File: src/design/mrng_pkg.sv
// shared types and constants for the minimal standard generator with entropy mixing
`timescale 1ns / 1ps
`default_nettype none

package mrng_pkg;

    // request command codes, code 3 is unused and ignored
    typedef enum logic [1:0] {
        CMD_NEXT   = 2'd0,
        CMD_RESEED = 2'd1,
        CMD_MIX    = 2'd2
    } cmd_t;

    // lehmer recurrence constants
    localparam logic [15:0] LEHMER_MUL = 16'd48271;
    localparam logic [30:0] LEHMER_MOD = 31'h7FFF_FFFF;

    // mixing hash constants
    localparam logic [31:0] MIX_MUL = 32'd1103515245;
    localparam logic [31:0] MIX_ADD = 32'd12345;
    localparam logic [14:0] MIX_MOD = 15'h7FFF;

    // generator state as moved between the top level and the mixer
    typedef struct packed {
        logic [14:0] mix;
        logic [31:0] main;
    } state_t;

endpackage : mrng_pkg

`default_nettype wire

File: src/design/mrng_lehmer.sv
// one lehmer step: (48271 * state) mod (2^31 - 1), zero state taken as one
`timescale 1ns / 1ps
`default_nettype none

module mrng_lehmer (
    input  wire logic [31:0] state,
    output logic      [30:0] value
);
    import mrng_pkg::*;

    logic [31:0] seed_val;
    logic [47:0] prod;
    logic [31:0] fold_sum;
    logic [31:0] fold_red;

    // zero state is treated as one
    assign seed_val = (state == 32'd0) ? 32'd1 : state;

    // 16 x 32 constant multiply
    assign prod = 48'(LEHMER_MUL) * 48'(seed_val);

    // mersenne fold: 2^31 is congruent to 1, then one conditional subtract
    assign fold_sum = {1'b0, prod[30:0]} + {15'd0, prod[47:31]};
    assign fold_red = (fold_sum >= {1'b0, LEHMER_MOD}) ? (fold_sum - {1'b0, LEHMER_MOD})
                                                        : fold_sum;

    assign value = fold_red[30:0];

endmodule : mrng_lehmer

`default_nettype wire

File: config.mk
export PLATFORM = sky130hd
export DESIGN_NAME = mrng_lehmer
export DESIGN_NICKNAME = d
export VERILOG_FILES = /design/src/design/mrng_pkg.sv /design/src/design/mrng_lehmer.sv
export SDC_FILE = /design/constraint.sdc
export NUM_CORES = 1
export LEC_CHECK = 0
export BUFFER_PORTS_ARGS = -buffer_cell sky130_fd_sc_hd__buf_4
export CORE_MARGIN = 3
export CORE_UTILIZATION = 70
export DETAILED_ROUTE_END_ITERATION = 10
export GPL_TIMING_DRIVEN = 0
export PLACE_DENSITY_LB_ADDON = 0.05
export SETUP_SLACK_MARGIN = 0.4
export SYNTH_ARGS = -nofsm -noshare
export SYNTH_HDL_FRONTEND = slang
export SYNTH_SLANG_ARGS = --single-unit
File: constraint.sdc
create_clock -name vclk -period 26.9
set_input_delay 1.345 -clock vclk [all_inputs]
set_output_delay 1.345 -clock vclk [all_outputs]
set_load 0.01 [all_outputs]
==> metrics.csv <==
metric;value;unit
endpoint_kind;output pin;
crit_type;input port to output pin;
ys_seq_area_share;0;%
crit_fanout;9;
io_pins;63;
hold_viol;0;
syn-num-nets;1692;
start_kind;input port;
route.detailed.drc;0;
critPathSlowestCell;a221oi_1;
grt_pass1_vias;9221;
dieHeight;133;um
worstPathRequired;25550;ps
port_buffers;52;
postSynthAreaPerCell;8.81;um^2
via_per_inst;5.89;
die_x;133;um
syn2layout_area_growth;5.82;%
finalCritPeriodShare;55.1;%
drt-total-wl;29100;um
grt_max_degree;11;
yosysWarnings;0;
period_needed;14830;ps
diodes;0;
max_freq;0.0675;GHz
n_fill_cell;1131;
post_cts_buffers;0;
track_usage;33.2;%
status;completed;
nClkBuffers;0;
wl_per_cell;18.9;um
fin_tns_setup;0;ps
ctsResizeCount;0;
dp_hpwl;26100;um
cp_common_cell;fa_1;
timing.critical_path.arrival;13480;ps
drive_gt1_share;6.17;%
tightest_slew;775;ps
vias;9075;
start_util;72.6;%
finalNetCount;1746;
worstHoldPathCells;5;
ys_types;72;
min_path_type;input port to output pin;
regArea;0;um^2
first_pass_iters;6;
drv_slew;0;
cpPeakStageDelay;670;ps
gp_congestion;0.976;
die_area;17600;um^2
slew_headroom;48.3;%
core-area;15500;um^2
grt_pass1_wl;46800;um
design.seq.count;0;
drt_iter0_drc;595;
drv_cap;0;
rsz0062_at_grt;no;
finalSetupViolations;0;
ant_nets;0;
syn-cell-area;11200;um^2
holdBufCountCts;0;
fp-row-count;45;
setup.worst_path.start;state[2];
gr-total-overflow;0;
min_from;state[0];
synthCells;1277;
antenna_found_initial;0;
cell type report:
| class | instances | area, um^2 | share of cell area, % |
|---|---|---|---|
| Multi-Input combinational cell | 943 | 9980 | 83.9 |
| Buffer | 69 | 269 | 2.26 |
| Tap cell | 211 | 264 | 2.22 |
| Inverter | 265 | 995 | 8.36 |
| Timing Repair Buffer | 52 | 390 | 3.28 |
per-stage QoR:
step                cells  instance area [um^2]  hold WS, ps  setup slack (ps)  utilization [%]
CTS                  1540                 11900         3530             12230             76.9
global placement     1540                 11900         3540             12370             76.9
floorplan            1277                 11200         3140             13890                -
global route         1540                 11900         3590             11460             76.9
finish               1540                 11900         3550             12070             76.9
detailed placement   1540                 11900         3530             12270             76.9
placed cells by master, fill, tap and decap left out, types with 18 or more instances in the layout:
cell type	instances
a21o_1	32
o21ai_0	24
xor2_1	56
xnor2_1	64
nor2_1	53
ha_1	200
nand2_1	45
clkbuf_1	59
buf_4	52
a21oi_1	57
and2_1	18
fa_1	183
inv_1	265
cell usage after synthesis, types with 4 or more instances:
cell      instances  area share, %
nor4_1           15           0.83
fa_1            183             33
a21oi_1          57            2.5
nand2_1          45            1.5
xor2_1           56            4.4
and4_1            7           0.55
maj3_1            7           0.62
nand2b_1         11           0.61
and2_1           18            1.0
o21bai_1          8           0.53
nand3_1          15           0.67
o21ai_0          24            1.1
nor4b_1           4           0.31
o21a_1           10           0.67
xnor2_1          64            5.0
inv_1           265            8.8
or3_1             7           0.39
nor3_1           12           0.53
a211oi_1          6           0.40
a211o_1           4           0.31
o211ai_1          8           0.53
buf_2             8           0.36
and3_1            9           0.50
nand4_1          12           0.67
a21o_1           32            2.1
ha_1            200             22
o31ai_1           4           0.27
nor2_1           53            1.8
clkbuf_1         59            2.0
o21ai_1           4           0.18
routing by layer:
metal,track usage [%],part of all wire [%],up-vias
met4,9.24,3.8,0
met5,0,0,-
met1,46.0,43,4366
li1,-,-,4269
met2,54.3,46,366
met3,5.74,7.9,74
logic make-up after synthesis:
kind of cell	Yosys count	share of synthesized area [%]
simple gates	232	11.2
xor+xnor	121	9.49
fa+ha+maj	390	55.4
mux	4	0.378
buf+inv	334	11.2
compound gates	196	12.2
path summary, 6_finish.rpt:
kind and to:
max value[17], min value[0]
worst max-delay path: cells and delay by family:
| family | cells | cell delay (ps) |
|---|---|---|
| AO/OA/AOI/OAI | 15 | 4370 |
| adder cells (fa/ha/maj) | 8 | 3560 |
| AND/OR/NAND/NOR | 9 | 2870 |
| buffers and inverters | 9 | 1150 |
| multiplexers | 1 | 150 |
Power is left out: the tool's default activity adds up to more than one toggle a clock period on the data nets, which glitch-free logic cannot reach.
