--- src/design/mrng_pkg.sv ---
// shared types and constants for the minimal standard generator with entropy mixing
`timescale 1ns / 1ps
`default_nettype none

package mrng_pkg;

    // request command codes, code 3 is unused and ignored
    typedef enum logic [1:0] {
        CMD_NEXT   = 2'd0,
        CMD_RESEED = 2'd1,
        CMD_MIX    = 2'd2
    } cmd_t;

    // lehmer recurrence constants
    localparam logic [15:0] LEHMER_MUL = 16'd48271;
    localparam logic [30:0] LEHMER_MOD = 31'h7FFF_FFFF;

    // mixing hash constants
    localparam logic [31:0] MIX_MUL = 32'd1103515245;
    localparam logic [31:0] MIX_ADD = 32'd12345;
    localparam logic [14:0] MIX_MOD = 15'h7FFF;

    // generator state as moved between the top level and the mixer
    typedef struct packed {
        logic [14:0] mix;
        logic [31:0] main;
    } state_t;

endpackage : mrng_pkg

`default_nettype wire

--- src/design/mrng_mix.sv ---
// entropy mix step: hash of mix state and word, reduced mod 32767, folded into main state
`timescale 1ns / 1ps
`default_nettype none

module mrng_mix (
    input  mrng_pkg::state_t cur,
    input  wire logic [31:0] word,
    output mrng_pkg::state_t nxt
);
    import mrng_pkg::*;

    logic [31:0] hash_in;
    logic [31:0] hash_mul;
    logic [31:0] hash_out;
    logic [16:0] fold1;
    logic [15:0] fold2;
    logic [15:0] fold_red;
    logic [14:0] mix_new;

    // linear congruential hash, all mod 2^32
    assign hash_in  = {17'd0, cur.mix} + word;
    assign hash_mul = 32'(hash_in * MIX_MUL);
    assign hash_out = hash_mul + MIX_ADD;

    // mod 2^15 - 1: add 15-bit digits, fold once more, one conditional subtract
    assign fold1 = {2'd0, hash_out[14:0]} + {2'd0, hash_out[29:15]}
                 + {15'd0, hash_out[31:30]};
    assign fold2 = {1'b0, fold1[14:0]} + {14'd0, fold1[16:15]};
    assign fold_red = (fold2 >= {1'b0, MIX_MOD}) ? (fold2 - {1'b0, MIX_MOD}) : fold2;
    assign mix_new  = fold_red[14:0];

    // mix and main state update
    assign nxt.mix  = mix_new;
    assign nxt.main = (cur.main << 5) ^ {14'd0, mix_new, 3'd0} ^ word;

endmodule : mrng_mix

`default_nettype wire

--- config.mk ---
export PLATFORM = sky130hd
export DESIGN_NAME = mrng_mix
export DESIGN_NICKNAME = d
export VERILOG_FILES = /design/src/design/mrng_pkg.sv /design/src/design/mrng_mix.sv
export SDC_FILE = /design/constraint.sdc
export NUM_CORES = 1
export LEC_CHECK = 0
export BUFFER_PORTS_ARGS = -buffer_cell sky130_fd_sc_hd__buf_2
export CAP_MARGIN = 10
export CORE_MARGIN = 5
export CORE_UTILIZATION = 58
export DETAILED_ROUTE_END_ITERATION = 8
export GPL_TIMING_DRIVEN = 0
export PLACE_DENSITY_LB_ADDON = 0.08
export SYNTH_ARGS = -nofsm -noshare
export SYNTH_HDL_FRONTEND = slang
export SYNTH_SLANG_ARGS = --single-unit
--- constraint.sdc ---
create_clock -name vclk -period 25.8
set_input_delay 3.87 -clock vclk [all_inputs]
set_output_delay 3.87 -clock vclk [all_outputs]
set_load 0.03 [all_outputs]
==> impl_metrics.csv <==
group,metric,value,unit
critical_path,slowest_delay,0.76,ns
final_layout,diodes,0,
drt,drc,0,
die,dieArea,23900,um^2
critical_path,critPathArrivalTime,19.42,ns
worst_hold_path,hp-class,"input port to primary output",
sta,tns,0,ns
final_layout,nFillCells,1811,
clock_tree,cts_setup_buffers,0,
sta,finalHoldViolations,0,
global_routing,grt_max_degree,11,
final_layout,num-nets-final,2003,
yosys,syn_inst,1361,
place,port_buffers,121,
drt,drtIter0Drc,447,
critical_path,criticalPathCategory,"input port to primary output",
place,dp_cells,1753,
critical_path,critPathRequiredTime,21.93,ns
final_layout,seq_cell_count,0,
sta,slew_violations,0,
final_layout,final_cells,1754,
final_layout,final_cell_mix,"inv_1 (423), ha_1 (241), fa_1 (197)",
drt,antenna_left,0,
critical_path,slowest_stage,"a2111oi_0",
die,core_area,20400,um^2
yosys,syn_nets,1878,
yosys,syn_area_per_cell,8.89,um^2
final_layout,fin_area,13100,um^2
drt,drt_wl_total,29.8,mm
yosys,yosys.area_share.simple,0.0738,
critical_path,path_max_fanout,10,
yosys,yosys-mux-area-fraction,0.00165,
clock_tree,cts_resized,0,
sta,rsz0062_at_grt,"false",
global_routing,grt_pass1_vias,9770,
critical_path,crit_path_start_kind,"input port",
die,initial_core_util,0.594,
drt,num_vias,9155,
sta,max_freq,0.0429,GHz
sta,tightestPinTransition,1.14,ns
critical_path,cp-startpoint,"cur[33]",
worst_hold_path,hold_path_end,"nxt[23]",
place,dpl_cell_area,13100,um^2
die,num_rows,52,
global_routing,grt_overflow,0,
status,status,"completed",
final_layout,layout-drive-gt1-share,0.104,
yosys,syn_area,12100,um^2
yosys,ys.warnings.count,0,
clock_tree,ctsHoldBuffers,0,
global_routing,grt_first_pass_wirelength,49.1,mm
drt,routed_via_density,5.22,
drt,routedWlPerCell,17.0,um
critical_path,endpoint_kind,"primary output",
final_layout,multi_input_area,10500,um^2
yosys,synth_compound_area_frac,0.0961,
yosys,synth_xor_area_frac,0.117,
global_routing,grt_use_total,0.255,
sta,setup_viol,0,
yosys,synth_top_family_by_area,"adder cells",
worst_hold_path,min_from,"cur[18]",
final_layout,mostFrequentLayoutCell,"inv_1",
die,pin_count,126,
final_layout,area_delta_synth_final,7.92,%
final_layout,clock_buffers,0,
critical_path,timing.critical_path.mode_cell,"fa_1",
place,dp.final_hpwl,27.6,mm
sta,finalCriticalPeriod,23.29,ns
sta,finalCritPeriodShare,0.903,
yosys,synth_cell_types,68,
place,gp_congestion,0.955,
worst_hold_path,whs_path_depth,3,
yosys,seq_area_frac_synth,0,
drt,drt_pass1_iterations,5,
yosys,synth_fa_ha_area_frac,0.575,
run,drv_cap,0,
sta,max_slew_margin,0.241,
global_routing,antenna_found_initial,0,
die,fp.dieW,154,um
final_layout,register_area,0,um^2
die,die_h,154,um
cells in the mapped netlist, types with 3 or more instances:
| library cell | count | area, um^2 |
|---|---|---|
| a2111oi_0 | 4 | 35.0 |
| a211o_1 | 3 | 26.3 |
| a211oi_1 | 6 | 45.0 |
| a21o_1 | 23 | 173 |
| a21oi_1 | 39 | 195 |
| a21oi_2 | 4 | 35.0 |
| a31oi_1 | 5 | 31.3 |
| and2_1 | 4 | 25.0 |
| and3_1 | 6 | 37.5 |
| and4_1 | 3 | 26.3 |
| buf_4 | 3 | 22.5 |
| clkbuf_1 | 3 | 11.3 |
| fa_1 | 197 | 3940 |
| ha_1 | 241 | 3020 |
| inv_1 | 423 | 1590 |
| nand2_1 | 34 | 128 |
| nand2b_1 | 7 | 43.8 |
| nand3_1 | 18 | 90.1 |
| nand4_1 | 5 | 31.3 |
| nor2_1 | 38 | 143 |
| nor2b_1 | 14 | 87.6 |
| nor3_1 | 8 | 40.0 |
| nor3b_1 | 6 | 45.0 |
| o2111ai_1 | 5 | 43.8 |
| o211ai_1 | 3 | 22.5 |
| o21a_1 | 13 | 97.6 |
| o21ai_0 | 27 | 135 |
| o21ai_1 | 5 | 25.0 |
| o21bai_1 | 4 | 30.0 |
| o22ai_1 | 3 | 18.8 |
| or2_2 | 5 | 31.3 |
| or3_1 | 3 | 18.8 |
| xnor2_1 | 103 | 902 |
| xnor3_1 | 4 | 90.1 |
| xor2_1 | 47 | 412 |
kinds of logic (layout without fill, tap and decap cells):
kind of cell    after synthesis  in the layout
simple gates                165            165
compound gates              169            169
mux                           2              2
fa+ha+maj                   438            438
buf+inv                     432            555
xor+xnor                    155            155
critical path, delay by kind of cell:
kind            cells  cell delay [ns]
compound gates     24             5.64
fa+ha+maj          14             5.62
simple gates        8             1.59
xor+xnor            5             1.42
buf+inv            12             1.29
how the worst max path moves through the flow:
| stage | endpoint | cells past startpoint |
|---|---|---|
| floorplan | nxt[11] | 65 |
| global placement | nxt[15] | 67 |
| detailed placement | nxt[5] | 62 |
| CTS | nxt[5] | 66 |
| global route | nxt[15] | 66 |
| finish | nxt[15] | 63 |
stage by stage:
stage                     setup WS [ns]  hold WS [ns]  utilization
after floorplan                    4.31          7.87            -
after global placement             2.71          8.04        0.641
after detailed placement           2.68          8.04        0.641
after CTS                          2.59          8.04        0.641
after global routing               1.45          8.06        0.641
final                              2.51          8.04        0.641
area by class of cell:
type                       count  share of cell area
multi-input combinational    929               0.800
inverter                     423               0.122
timing repair buffer         123              0.0475
tap                          270              0.0259
buffer                         9             0.00469
layer usage:
layer / up-vias / global-route usage / wire, um
met5: - / 0 / 0
met4: 0 / 0.0610 / 828
li1: 4487 / - / -
met3: 43 / 0.0316 / 1400
met2: 199 / 0.453 / 14900
met1: 4426 / 0.332 / 12600
Power is left out: the tool's default activity adds up to more than one toggle a clock period on the data nets, which glitch-free logic cannot reach.
